## src/sv/tlmd_pkg.sv

```systemverilog
`default_nettype none

package tlmd_pkg;

    // parser phase: type byte, length high, length low, payload
    typedef enum logic [1:0] {
        PH_TYPE    = 2'd0,
        PH_LEN_HI  = 2'd1,
        PH_LEN_LO  = 2'd2,
        PH_PAYLOAD = 2'd3
    } t_phase;

    // event code reported with every result
    typedef enum logic [2:0] {
        EV_HEADER     = 3'd0,
        EV_PAYLOAD    = 3'd1,
        EV_EMPTY_DONE = 3'd2,
        EV_LEN_ERROR  = 3'd3,
        EV_DROPPED    = 3'd4
    } t_event;

    // configuration register indexes
    localparam logic CFG_MARKER_TYPE = 1'b0;
    localparam logic CFG_MAX_LENGTH  = 1'b1;

    localparam logic [7:0]  MARKER_TYPE_RST = 8'd0;
    localparam logic [15:0] MAX_LENGTH_RST  = 16'd1024;

    localparam int TDATA_W = 72;

    typedef struct packed {
        t_event      event_res;
        logic [7:0]  msg_type;
        logic [15:0] msg_length;
        logic [7:0]  payload_byte;
        logic        message_last;
        logic        marker_seen;
        logic [15:0] messages_received;
        logic [15:0] errors_counted;
    } t_result;

endpackage

`default_nettype wire

```

## src/sv/tlmd_parser.sv

```systemverilog
`default_nettype none

module tlmd_parser (
    input  wire              i_clk,
    input  wire              i_rst_n,
    input  wire              i_step,
    input  wire  [7:0]       i_byte,
    input  wire              i_packet_end,
    input  wire  [7:0]       i_marker_type,
    input  wire  [15:0]      i_max_length,
    output tlmd_pkg::t_result o_result
);

    tlmd_pkg::t_phase r_phase, n_phase;
    logic [7:0]  r_type, n_type;
    logic [15:0] r_length, n_length;
    logic [15:0] r_pos, n_pos;
    logic        r_drop, n_drop;
    logic [15:0] r_msg_cnt, n_msg_cnt;
    logic [15:0] r_err_cnt, n_err_cnt;

    logic [15:0] w_full_len;
    logic [15:0] w_pos_inc;
    logic        w_len_err;
    logic        w_finish;

    assign w_full_len = {r_length[15:8], i_byte};
    assign w_pos_inc  = r_pos + 16'd1;
    assign w_len_err  = (w_full_len > i_max_length);

    // a message completes on an empty length or on its last payload byte
    always_comb begin
        w_finish = 1'b0;
        if (!r_drop) begin
            case (r_phase)
                tlmd_pkg::PH_LEN_LO:  w_finish = !w_len_err && (w_full_len == 16'd0);
                tlmd_pkg::PH_PAYLOAD: w_finish = (w_pos_inc >= r_length);
                default:              w_finish = 1'b0;
            endcase
        end
    end

    // next phase
    always_comb begin
        n_phase = r_phase;
        if (!r_drop) begin
            case (r_phase)
                tlmd_pkg::PH_TYPE:   n_phase = tlmd_pkg::PH_LEN_HI;
                tlmd_pkg::PH_LEN_HI: n_phase = tlmd_pkg::PH_LEN_LO;
                tlmd_pkg::PH_LEN_LO: begin
                    if (w_len_err || w_finish) begin
                        n_phase = tlmd_pkg::PH_TYPE;
                    end else begin
                        n_phase = tlmd_pkg::PH_PAYLOAD;
                    end
                end
                tlmd_pkg::PH_PAYLOAD: begin
                    if (w_finish) begin
                        n_phase = tlmd_pkg::PH_TYPE;
                    end
                end
                default: n_phase = tlmd_pkg::PH_TYPE;
            endcase
        end
    end

    // datapath and result
    always_comb begin
        n_type    = r_type;
        n_length  = r_length;
        n_pos     = r_pos;
        n_drop    = r_drop;
        n_msg_cnt = r_msg_cnt;
        n_err_cnt = r_err_cnt;
        o_result.event_res    = tlmd_pkg::EV_HEADER;
        o_result.payload_byte = 8'd0;
        o_result.message_last = 1'b0;
        o_result.marker_seen  = 1'b0;
        if (r_drop) begin
            o_result.event_res = tlmd_pkg::EV_DROPPED;
        end else begin
            case (r_phase)
                tlmd_pkg::PH_TYPE: begin
                    n_type = i_byte;
                    n_pos  = 16'd0;
                end
                tlmd_pkg::PH_LEN_HI: begin
                    n_length = {i_byte, 8'd0};
                end
                tlmd_pkg::PH_LEN_LO: begin
                    n_length = w_full_len;
                    if (w_len_err) begin
                        o_result.event_res = tlmd_pkg::EV_LEN_ERROR;
                        if (r_err_cnt != 16'hFFFF) begin
                            n_err_cnt = r_err_cnt + 16'd1;
                        end
                    end else if (w_finish) begin
                        o_result.event_res = tlmd_pkg::EV_EMPTY_DONE;
                    end
                end
                tlmd_pkg::PH_PAYLOAD: begin
                    o_result.event_res    = tlmd_pkg::EV_PAYLOAD;
                    o_result.payload_byte = i_byte;
                    n_pos                 = w_pos_inc;
                end
                default: begin
                    n_pos = r_pos;
                end
            endcase
            if (w_finish) begin
                o_result.message_last = 1'b1;
                if (r_msg_cnt != 16'hFFFF) begin
                    n_msg_cnt = r_msg_cnt + 16'd1;
                end
                if (r_type == i_marker_type) begin
                    o_result.marker_seen = 1'b1;
                    n_drop               = 1'b1;
                end
            end
        end
        if (i_packet_end) begin
            n_drop = 1'b0;
        end
        o_result.msg_type          = n_type;
        o_result.msg_length        = n_length;
        o_result.messages_received = n_msg_cnt;
        o_result.errors_counted    = n_err_cnt;
    end

    always_ff @(posedge i_clk) begin
        if (!i_rst_n) begin
            r_phase   <= tlmd_pkg::PH_TYPE;
            r_type    <= 8'd0;
            r_length  <= 16'd0;
            r_pos     <= 16'd0;
            r_drop    <= 1'b0;
            r_msg_cnt <= 16'd0;
            r_err_cnt <= 16'd0;
        end else if (i_step) begin
            r_phase   <= n_phase;
            r_type    <= n_type;
            r_length  <= n_length;
            r_pos     <= n_pos;
            r_drop    <= n_drop;
            r_msg_cnt <= n_msg_cnt;
            r_err_cnt <= n_err_cnt;
        end
    end

endmodule

`default_nettype wire

```

## src/sv/type_length_message_deframer.sv

```systemverilog
// an input transfer passes the input register, then the result register
// throughput: one byte per cycle while the master side accepts, with the
// parser state update between the input register and the result register
// reset: synchronous active-low i_rst_n clears the parser, counters and
// both pipeline valids; marker_type returns to 0 and max_length to 1024
`default_nettype none

module type_length_message_deframer (
    input  wire         i_clk,
    input  wire         i_rst_n,
    // configuration writes
    input  wire         i_cfg_wr_en,
    input  wire         i_cfg_index,
    input  wire  [15:0] i_cfg_data,
    // received byte stream
    input  wire         s_axis_tvalid,
    output logic        s_axis_tready,
    input  wire  [7:0]  s_axis_tdata,   // rx_byte[7:0]
    input  wire         s_axis_tlast,   // packet_end
    // parse results
    output logic        m_axis_tvalid,
    input  wire         m_axis_tready,
    // event_res[2:0], msg_type[10:3], msg_length[26:11], payload_byte[34:27],
    // messages_received[50:35], errors_counted[66:51], zero fill[71:67]
    output logic [tlmd_pkg::TDATA_W-1:0] m_axis_tdata,
    output logic        m_axis_tlast,   // message_last
    output logic        m_axis_tuser    // marker_seen
);

    // configuration registers
    logic [7:0]  r_marker_type;
    logic [15:0] r_max_length;

    // input register stage
    logic        r_in_vld;
    logic [7:0]  r_in_byte;
    logic        r_in_last;

    // result register stage
    logic              r_out_vld;
    tlmd_pkg::t_result r_out;
    tlmd_pkg::t_result w_result;

    logic w_step;
    logic w_in_xfer;

    // the staged byte moves on when the result register is empty or drains now
    assign w_step        = r_in_vld && (!r_out_vld || m_axis_tready);
    assign s_axis_tready = !r_in_vld || w_step;
    assign w_in_xfer     = s_axis_tvalid && s_axis_tready;

    always_ff @(posedge i_clk) begin
        if (!i_rst_n) begin
            r_marker_type <= tlmd_pkg::MARKER_TYPE_RST;
            r_max_length  <= tlmd_pkg::MAX_LENGTH_RST;
        end else if (i_cfg_wr_en) begin
            case (i_cfg_index)
                tlmd_pkg::CFG_MARKER_TYPE: r_marker_type <= i_cfg_data[7:0];
                tlmd_pkg::CFG_MAX_LENGTH:  r_max_length  <= i_cfg_data;
                default:                   r_max_length  <= r_max_length;
            endcase
        end
    end

    // input stage: valid tracks occupancy, payload loads on each transfer
    always_ff @(posedge i_clk) begin
        if (!i_rst_n) begin
            r_in_vld <= 1'b0;
        end else if (w_in_xfer) begin
            r_in_vld <= 1'b1;
        end else if (w_step) begin
            r_in_vld <= 1'b0;
        end
    end

    always_ff @(posedge i_clk) begin
        if (w_in_xfer) begin
            r_in_byte <= s_axis_tdata;
            r_in_last <= s_axis_tlast;
        end
    end

    // parser state advances only when the staged byte is consumed
    tlmd_parser u_parser (
        .i_clk         (i_clk),
        .i_rst_n       (i_rst_n),
        .i_step        (w_step),
        .i_byte        (r_in_byte),
        .i_packet_end  (r_in_last),
        .i_marker_type (r_marker_type),
        .i_max_length  (r_max_length),
        .o_result      (w_result)
    );

    // result stage
    always_ff @(posedge i_clk) begin
        if (!i_rst_n) begin
            r_out_vld <= 1'b0;
        end else if (w_step) begin
            r_out_vld <= 1'b1;
        end else if (m_axis_tready) begin
            r_out_vld <= 1'b0;
        end
    end

    always_ff @(posedge i_clk) begin
        if (w_step) begin
            r_out <= w_result;
        end
    end

    assign m_axis_tvalid = r_out_vld;
    assign m_axis_tdata  = {5'd0,
                            r_out.errors_counted,
                            r_out.messages_received,
                            r_out.payload_byte,
                            r_out.msg_length,
                            r_out.msg_type,
                            r_out.event_res};
    assign m_axis_tlast  = r_out.message_last;
    assign m_axis_tuser  = r_out.marker_seen;

endmodule

`default_nettype wire

```

## config.mk

```make
export PLATFORM = sky130hd
export DESIGN_NAME = type_length_message_deframer
export DESIGN_NICKNAME = d
export VERILOG_FILES = /design/src/sv/tlmd_pkg.sv /design/src/sv/tlmd_parser.sv /design/src/sv/type_length_message_deframer.sv
export SDC_FILE = /design/constraint.sdc
export NUM_CORES = 1
export LEC_CHECK = 0
export BUFFER_PORTS_ARGS = -buffer_cell sky130_fd_sc_hd__buf_2
export CAP_MARGIN = 15
export CORE_MARGIN = 4
export CORE_UTILIZATION = 55
export CTS_CLUSTER_DIAMETER = 100
export DETAILED_ROUTE_END_ITERATION = 10
export GPL_TIMING_DRIVEN = 0
export HOLD_SLACK_MARGIN = 0.12
export PLACE_DENSITY = 0.86
export SLEW_MARGIN = 20
export SYNTH_ARGS = -nofsm -noshare
export SYNTH_HDL_FRONTEND = slang
export SYNTH_SLANG_ARGS = --single-unit
```

## constraint.sdc

```tcl
create_clock -name i_clk -period 5.37 [get_ports i_clk]
set_input_delay 0 -clock i_clk [delete_from_list [all_inputs] [get_ports i_clk]]
set_output_delay 0 -clock i_clk [all_outputs]
set_load 0.02 [all_outputs]
```

==> results of run 1 <==
[worst reg2reg max path: cells and delay by family (launching register included)]
| family | cells | cell delay (ns) |
|---|---|---|
| AOI/OAI and AO/OA | 5 | 0.94 |
| adders and majority gates | 2 | 0.57 |
| buffers and inverters | 3 | 0.37 |
| DFF | 1 | 0.44 |
| xor gates and xnor gates | 1 | 0.24 |
| and+or+nand+nor | 7 | 1.77 |
[how the worst max path moves through the flow]
stage / startpoint / to / slack (ns)
5_1_grt: u_parser.r_pos[0]$_SDFFE_PN0P_ / m_axis_tdata[48]$_DFFE_PP_ / 0.56
4_1_cts: u_parser.r_pos[0]$_SDFFE_PN0P_ / m_axis_tdata[48]$_DFFE_PP_ / 0.85
6_report: u_parser.r_pos[0]$_SDFFE_PN0P_ / m_axis_tdata[48]$_DFFE_PP_ / 0.75
2_1_floorplan: u_parser.r_pos[0]$_SDFFE_PN0P_ / m_axis_tdata[36]$_DFFE_PP_ / 1.58
3_3_place_gp: m_axis_tvalid$_SDFFE_PN0P_ / m_axis_tdata[27]$_SDFFCE_PP0P_ / 0.74
3_5_place_dp: u_parser.r_pos[0]$_SDFFE_PN0P_ / m_axis_tdata[48]$_DFFE_PP_ / 0.93
[routing by layer]
| metal | global-route usage | vias up |
|---|---|---|
| li1 | - | 3461 |
| met1 | 0.3179 | 3477 |
| met2 | 0.4176 | 384 |
| met3 | 0.04881 | 80 |
| met4 | 0.1176 | 0 |
| met5 | 0 | - |
[power by group]
part | internal [W] | switching (W) | total [W]
Combinational | 0.000102 | 0.000178 | 0.000281
Sequential | 0.00147 | 0.0000285 | 0.00149
Clock | 0.000649 | 0.000567 | 0.00122
[cell families (layout without fill, tap and decap cells)]
kind of cell | after synthesis | count (layout)
adders and majority gates | 39 | 39
buffers and inverters | 89 | 257
muxes | 35 | 35
and+or+nand+nor | 364 | 364
xor gates and xnor gates | 55 | 55
DFF | 179 | 179
AOI/OAI and AO/OA | 136 | 136
other | 1 | 5
[cell usage in the layout (no fill, tap or decap), types with 17 or more instances in the layout]
| cell | Yosys | layout |
|---|---|---|
| a21oi_1 | 62 | 62 |
| a22o_1 | 17 | 17 |
| and2_1 | 20 | 20 |
| and3_1 | 19 | 19 |
| buf_2 | 1 | 103 |
| clkbuf_1 | 30 | 30 |
| clkbuf_16 | 0 | 17 |
| dfxtp_1 | 101 | 101 |
| dlygate4sd3_1 | 0 | 33 |
| edfxtp_1 | 78 | 78 |
| ha_1 | 39 | 39 |
| inv_1 | 40 | 40 |
| mux2i_1 | 22 | 22 |
| nand2_1 | 136 | 136 |
| nand2b_1 | 19 | 19 |
| nand3_1 | 36 | 36 |
| nor2_1 | 59 | 59 |
| nor3_1 | 23 | 23 |
| xnor2_1 | 36 | 36 |
| xor2_1 | 19 | 19 |
[final cells by class]
cell class,count,share of cell area
Buffer,48,0.02233
Clock buffer,17,0.04038
Clock inverter,15,0.01330
Inverter,41,0.01461
Multi-Input combinational cell,634,0.3863
Sequential cell,179,0.4142
Tap cell,211,0.02506
Timing Repair Buffer,136,0.08384
[per-stage QoR]
| step | hold slack [ns] | area (sq um) |
|---|---|---|
| floorplan | 0.09887 | 8822 |
| global placement | 0.1938 | 9592 |
| detailed placement | 0.1837 | 9641 |
| CTS | 0.2753 | 10540 |
| global route | 0.2714 | 10540 |
| finish | 0.2745 | 10540 |
[registers in the layout (all words and copies together), names as in the netlist, 8 cells and up]
register            cells
r_in_byte               8
u_parser.r_msg_cnt     16
r_marker_type           8
u_parser.r_pos         16
r_max_length           16
u_parser.r_length      16
u_parser.r_err_cnt     16
u_parser.r_type         8
m_axis_tdata           67
==> results.toml, run 1 <==
[floorplanning]
start_util = 0.5709
rows = 45
core-area_sq_um = 15430
die_y_um = 134.5
dieArea_sq_um = 18100
fp.dieW_um = 134.5
pin_count = 107

[global_route]
track_usage = 0.2515
grt_max_degree = 31
overflow = 0
grt_pass1_vias = 7123
grt_pass1_wl_um = 36080
antenna_found_initial = 0

[routing]
drtIter0Drc = 906
wl_per_cell_um = 17.87
dr_wl_met3_um = 1979
ant_nets = 0
vias = 7402
finalWirelength_um = 22900
drt-vias-per-instance = 5.778
wl_met1_um = 9062
dr.pass1.iters = 6
wl_met2_um = 10990
top_layer = "met4"
drc = 0

[finish]
nNetsFinal = 1127
fin_util = 0.6830
multi_input_area_sq_um = 4070
final-instance-count-excl-fill = 1281
antennaDiodeCount = 0
n_fill_cell = 1114
seq_area_sq_um = 4364
drive_gt1_frac = 0.1682
syn_to_final_growth_pct = 19.63

[clock_tree]
cts_tree = "built"
clock_path_buffers = 2
cts_hold_buf = 33
cts_buffers = 17
htree_levels = 4
root_buffer = "clkbuf_16"
clock_latency_ns = 0.44
post_cts_buffers = 0
clk_pin_slew_ns = 0.07
cts.sink_count = 179
ctsResizeCount = 0

[synth]
syn_area_sq_um = 8807
synth_edf_count = 78
synth_compound_area_frac = 0.1043
synth_xor_area_frac = 0.05470
yosys.area.top_type = "edfxtp_1"
synth_commonest_cells = "nand2_1 (136), dfxtp_1 (101), edfxtp_1 (78)"
synth_top_area_frac = 0.2659
synth_ff_type = "dfxtp_1"
synthArstFlopShare = 0
avgSynthCellArea_sq_um = 9.808
synthCells = 898
synth_most_common_cell = "nand2_1"
synth_mux_area_frac = 0.04205
synth-simple-area-share = 0.2036
synth_fa_ha_area_frac = 0.05541
synth_top_family_by_area = "simple AND/OR/NAND/NOR gates"
ys_warn_count = 0
synth_seq_cells = 179
synth.distinct_cells = 64
ys_top_cells_by_area = "edfxtp_1 (27%), dfxtp_1 (23%), nand2_1 (5.8%)"
seq_area_frac_synth = 0.4955

[critical_path]
crit_fanout = 10
r2r_end = "m_axis_tdata[48]$_DFFE_PP_"
cp.arrival_ns = 4.76
reg2reg_from = "u_parser.r_pos[0]$_SDFFE_PN0P_"
reg2reg_slack_ns = 0.75
path_class = "reg2reg"
required_ns = 5.51
critPathLaunchType = "flip-flop"
cpMaxStageDelayCell = "nor3_1"
slowest_delay_ns = 0.46
path_cells = "ha_1 > nand3_1 > nor3_1 > nand3_1 > or2_2 > nor2_1 > xor2_1 > ha_1 > a21o_1 > a21oi_1 > nand2_1 > o31a_1 > nor2_4 > inv_2 > buf_6 > buf_6 > a21oi_1 > a41oi_1"
cp.depth = 18
cp_num_buf_inv = 3
r2r_cells = 18
crit_family = "simple AND/OR/NAND/NOR gates"
end_kind = "flip-flop"

[sta]
skew_ns = 0.01054
fin_crit_sh = 0.8609
fin_setup_tns_ns = 0
min_period_ns = 4.623
slew_headroom = 0.4426
setup_violations = 0
rsz0062_at_grt = "false"
worst_slew_pin_slew_ns = 0.8284
setup_ws_ns = 0.7470
hold_viol_final = 0
max_freq_mhz = 216.3
drv_slew = 0

[worst_hold_path]
min_from = "s_axis_tdata[6]"
worstHoldPathCells = 2
hold_end = "r_in_byte[6]$_DFFE_PP_"
min_path_type = "in2reg"

[place]
place.gp.congestion = 0.9042
dpl.hpwl_um = 15360
pre_cts_slack_ns = 0.9345
post-place-cells = 1216
port_buffers = 101

[power]
p_per_area_nw_per_um2 = 283.9
p_leak_nw = 4.170
p_total_w = 0.002991
vdd_drop_max_uv = 259.4

[run]
maxCapViolCount = 0

[outcome]
run_status = "complete, no violations"
No activity file was read; power rests on OpenSTA's default activity.
==> inputs of run 2 (changes only) <==
--- a/config.mk
+++ b/config.mk
@@ -5,7 +5,7 @@
 export SDC_FILE = /design/constraint.sdc
 export NUM_CORES = 1
 export LEC_CHECK = 0
-export BUFFER_PORTS_ARGS = -buffer_cell sky130_fd_sc_hd__buf_2
+export BUFFER_PORTS_ARGS = -buffer_cell sky130_fd_sc_hd__buf_4
 export CAP_MARGIN = 15
 export CORE_MARGIN = 4
 export CORE_UTILIZATION = 55
@@ -14,7 +14,7 @@
 export GPL_TIMING_DRIVEN = 0
 export HOLD_SLACK_MARGIN = 0.12
 export PLACE_DENSITY = 0.86
-export SLEW_MARGIN = 20
+export SLEW_MARGIN = 25
 export SYNTH_ARGS = -nofsm -noshare
 export SYNTH_HDL_FRONTEND = slang
 export SYNTH_SLANG_ARGS = --single-unit
==> results.toml, run 2 (synthesized netlist as in run 1, its figures left out) <==
[outcome]
run_status = "complete, no violations"

[sta]
rsz0062_at_grt = "false"
hold_viol_final = 0
drv_slew = 0
min_period_ns = 4.512
worst_slew_pin_slew_ns = 0.7766
setup_violations = 0
skew_ns = 0.008935
fin_setup_tns_ns = 0
max_freq_mhz = 221.6
fin_crit_sh = 0.8402
setup_ws_ns = 0.8582
slew_headroom = 0.4775

[routing]
wl_per_cell_um = 17.69
dr.pass1.iters = 6
vias = 7429
ant_nets = 0
drt-vias-per-instance = 5.804
drc = 0
finalWirelength_um = 22650
drtIter0Drc = 838

[critical_path]
critPathLaunchType = "flip-flop"
path_class = "reg2reg"
cp.arrival_ns = 4.65
required_ns = 5.51
end_kind = "flip-flop"
crit_fanout = 10

[power]
power_frac_comb = 0.098
p_switching_w = 0.0007668
p_sw_frac = 0.2511
p_per_area_nw_per_um2 = 282.6
p_leak_nw = 4.261
intPower_w = 0.002287
pwr-share-clk = 0.412
seqPwrFrac = 0.490
vdd_drop_max_uv = 262.6

[global_route]
grt_pass1_vias = 7134
track_usage = 0.2484
grt_pass1_wl_um = 35710
antenna_found_initial = 0
grt_max_degree = 36
overflow = 0

[place]
dpl.hpwl_um = 15480
place.gp.congestion = 0.9297
pre_cts_slack_ns = 0.9691
post-place-cells = 1216
dpl-instance-area_sq_um = 9886
port_buffers = 101

[clock_tree]
root_buffer = "clkbuf_16"
cts_hold_buf = 32
clock_latency_ns = 0.44
cts_tree = "built"
clock_path_buffers = 2
cts_buffers = 17
cts.sink_count = 179
clk_pin_slew_ns = 0.07
post_cts_buffers = 0
htree_levels = 4
ctsResizeCount = 0

[finish]
syn_to_final_growth_pct = 22.70
antennaDiodeCount = 0
largest_reg_flops = 67
drive_gt1_frac = 0.1693
fin_util = 0.7005
nNetsFinal = 1126
final_common_cell = "nand2_1"
final-instance-count-excl-fill = 1280
final_cell_area_sq_um = 10810
final_cell_mix = "nand2_1 (136), buf_4 (107), dfxtp_1 (101), edfxtp_1 (78), a21oi_1 (62)"

[floorplanning]
pin_count = 107
die_y_um = 134.5
dieArea_sq_um = 18100
fp.dieW_um = 134.5
rows = 45
start_util = 0.5709
core-area_sq_um = 15430

[run]
maxCapViolCount = 0

[worst_hold_path]
min_path_type = "in2reg"
-- run 2: critical path, stage by stage (launching register included) --
cell and delay [ns]:
dfxtp_1 0.44, ha_1 0.29, nand3_1 0.21, nor3_1 0.39
nand3_1 0.23, or2_2 0.39, nor2_1 0.14, xor2_1 0.24
ha_1 0.29, a21o_1 0.16, a21oi_1 0.22, nand2_1 0.09
o31a_1 0.27, nor2_4 0.25, inv_2 0.08, buf_6 0.16
buf_6 0.15, a21oi_1 0.14, a41oi_1 0.08
-- run 2: layer usage --
layer	part of all wire	track usage	vias to the layer above
li1	-	-	3448
met1	0.40	0.3206	3496
met2	0.48	0.4014	419
met3	0.091	0.05179	66
met4	0.035	0.1182	0
met5	0	0	-
-- run 2: per-stage QoR --
| stage | hold slack, ns | total power [W] |
|---|---|---|
| after floorplan | 0.09887 | 0.001684 |
| after global placement | 0.1867 | 0.001786 |
| after detailed placement | 0.1814 | 0.001795 |
| after CTS | 0.2965 | 0.003047 |
| after global routing | 0.2988 | 0.003131 |
| final | 0.3082 | 0.003053 |
-- run 2: final cells by class --
| cell class | count | area, sq um |
|---|---|---|
| timing repair buffer | 135 | 1119 |
| fill | 1084 | 4621 |
| clock inverter | 15 | 175.2 |
| buffer | 48 | 235.2 |
| sequential | 179 | 4364 |
| multi-input combinational | 634 | 4070 |
| tap | 211 | 264.0 |
| inverter | 41 | 153.9 |
| clock buffer | 17 | 425.4 |
-- run 2: path summary, 6_finish.rpt --
path	startpoint	end	slack, ns	cells past startpoint
setup / recovery	u_parser.r_pos[0]$_SDFFE_PN0P_	m_axis_tdata[48]$_DFFE_PP_	0.86	18
setup reg to reg	u_parser.r_pos[0]$_SDFFE_PN0P_	m_axis_tdata[48]$_DFFE_PP_	0.86	18
hold / removal	s_axis_tdata[1]	r_in_byte[1]$_DFFE_PP_	0.31	2
hold reg to reg	r_in_last$_DFFE_PP_	u_parser.r_drop$_SDFFE_PN0P_	0.45	1
-- run 2: power groups by stage --
| stage | combinational, W | sequential, W | clock, W |
|---|---|---|---|
| 2_1_floorplan | 0.000134 | 0.00155 | 0 |
| 3_3_place_gp | 0.000260 | 0.00153 | 0 |
| 3_5_place_dp | 0.000270 | 0.00153 | 0 |
| 4_1_cts | 0.000293 | 0.00150 | 0.00126 |
| 5_1_grt | 0.000321 | 0.00150 | 0.00131 |
| 6_report | 0.000298 | 0.00150 | 0.00126 |
==> inputs of run 3 (changes only) <==
==> constraint.sdc (replaced) <==
create_clock -name i_clk -period 4.2 [get_ports i_clk]
set_input_delay 0 -clock i_clk [delete_from_list [all_inputs] [get_ports i_clk]]
set_output_delay 0 -clock i_clk [all_outputs]
set_load 0.02 [all_outputs]
==> results.toml, run 3 (synthesized netlist as in run 1, its figures left out) <==
[critical_path]
end_kind = "flip-flop"
path_cells = "ha_2 > nand3_2 > nor3_4 > nand3_1 > or2_2 > nor2_1 > xor2_1 > ha_1 > a21o_1 > a21oi_1 > nand2_1 > o31a_1 > nor2_4 > inv_2 > buf_6 > buf_6 > a21oi_1 > a41oi_1"
cp.arrival_ns = 4.17
slowest_delay_ns = 0.39
critPathLaunchType = "flip-flop"
crit_fanout = 10
required_ns = 4.34
reg2reg_from = "u_parser.r_pos[1]$_SDFFE_PN0P_"
crit_family = "simple AND/OR/NAND/NOR gates"
critical_path.startpoint = "u_parser.r_pos[1]$_SDFFE_PN0P_"
path_class = "reg2reg"
cp_num_buf_inv = 3
cpMaxStageDelayCell = "dfxtp_1"

[sta]
max_freq_mhz = 248.2
setup_violations = 0
fin_crit_sh = 0.9591
drv_slew = 0
skew_ns = 0.007487
worst_slew_pin_slew_ns = 0.7616
min_period_ns = 4.028
rsz0062_at_grt = "false"
hold_viol_final = 0
slew_headroom = 0.4876

[finish]
multi_input_area_sq_um = 4100
nNetsFinal = 1128
antennaDiodeCount = 0
final-instance-count-excl-fill = 1282
drive_gt1_frac = 0.1774
largest_reg_flops = 67
final_common_cell = "nand2_1"
n_fill_cell = 1067
final_cell_area_sq_um = 10850
final_cell_mix = "nand2_1 (136), buf_4 (109), dfxtp_1 (99), edfxtp_1 (78), a21oi_1 (62)"
syn_to_final_growth_pct = 23.24
seq_area_sq_um = 4367

[clock_tree]
clk_pin_slew_ns = 0.07
htree_levels = 4
cts.sink_count = 179
root_buffer = "clkbuf_16"
clock_path_buffers = 2
clock_latency_ns = 0.44
cts_tree = "built"
cts_buffers = 17

[floorplanning]
rows = 45
start_util = 0.5709
fp.dieW_um = 134.5
die_y_um = 134.5
dieArea_sq_um = 18100
core-area_sq_um = 15430
pin_count = 107

[global_route]
overflow = 0
use_met3 = 0.05142
antenna_found_initial = 0
grtUsageMet1 = 0.3225
track_usage = 0.2490
met2_usage = 0.4022
grt_pass1_vias = 7138
top_usage_layer = "met2"
grt_pass1_wl_um = 35800
grt_max_degree = 36

[power]
p_total_w = 0.003909
intPower_w = 0.002923
p_leak_nw = 4.295
pwr-share-clk = 0.413
p_switching_w = 0.0009860
p_sw_frac = 0.2522
power_frac_comb = 0.098
seqPwrFrac = 0.489
p_per_area_nw_per_um2 = 360.2
vdd_drop_max_uv = 343.3

[outcome]
run_status = "complete, no violations"

[routing]
dr.pass1.iters = 7
finalWirelength_um = 22820
drc = 0
drt-vias-per-instance = 5.863
wl_per_cell_um = 17.80
vias = 7517
drtIter0Drc = 867
ant_nets = 0

[place]
dpl.hpwl_um = 15480
port_buffers = 101
post-place-cells = 1216
dpl-instance-area_sq_um = 9886
place.gp.congestion = 0.9297

[worst_hold_path]
min_path_type = "in2reg"
min_from = "s_axis_tdata[0]"

[run]
maxCapViolCount = 0
-- run 3: changes by cell type in the layout (fill, tap and decap cells not counted), sizes merged --
cell,before,now
buf,121,123
-- run 3: area by class of cell --
type                       instances  area share
multi-input combinational        634      0.3778
inverter                          41     0.01418
clock buffer                      17     0.03919
tap                              211     0.02432
buffer                            48     0.02167
timing repair buffer             137      0.1044
clock inverter                    15     0.01614
sequential                       179      0.4023
-- run 3: through the flow --
stage	setup slack, ns	util	hold WS (ns)	TNS (ns)
final	0.1716	0.7036	0.2995	0
after global routing	0.02154	0.7036	0.2988	0
after CTS	0.01943	0.7019	0.2965	0
after detailed placement	-0.2009	0.6408	0.1814	-1.424
after global placement	-0.4553	0.6381	0.1867	-35.60
after floorplan	0.4082	-	0.09887	0
-- run 3: what timing repair did --
item / in CTS / in global routing
setup endpoints to repair: 21 / 31
gates resized for setup: 2 / 6
hold endpoints to repair: 37 / 0
hold buffers: 32 / 0
setup buffers: 2 / 0
pin swaps: 2 / 1
-- run 3: worst register-to-register path: stages, from the launching register on --
cell and delay (ns):
dfxtp_1 0.39, ha_2 0.25, nand3_2 0.16, nor3_4 0.19, nand3_1 0.19, or2_2 0.38, nor2_1 0.14, xor2_1 0.25
ha_1 0.29, a21o_1 0.17, a21oi_1 0.22, nand2_1 0.09, o31a_1 0.28, nor2_4 0.16, inv_2 0.06, buf_6 0.14
buf_6 0.15, a21oi_1 0.14, a41oi_1 0.08
-- run 3: final timing paths --
check	slack (ns)	endpoint	cells after the start
worst min-delay path	0.30	r_in_byte[0]$_DFFE_PP_	2
worst min register to register	0.45	u_parser.r_drop$_SDFFE_PN0P_	1
worst max register to register	0.17	m_axis_tdata[48]$_DFFE_PP_	18
worst max-delay path	0.17	m_axis_tdata[48]$_DFFE_PP_	18
-- run 3: layer usage --
| metal | share of wire | vias up |
|---|---|---|
| li1 | - | 3461 |
| met4 | 0.037 | 0 |
| met3 | 0.095 | 77 |
| met2 | 0.48 | 443 |
| met1 | 0.39 | 3536 |
| met5 | 0 | - |
-- run 3: power by group through the flow --
stage	Combinational (W)	Clock, W	Sequential, W
after floorplan	0.000172	0	0.00198
after global placement	0.000332	0	0.00195
after detailed placement	0.000345	0	0.00195
after CTS	0.000375	0.00161	0.00191
after global routing	0.000411	0.00167	0.00192
final	0.000381	0.00162	0.00191
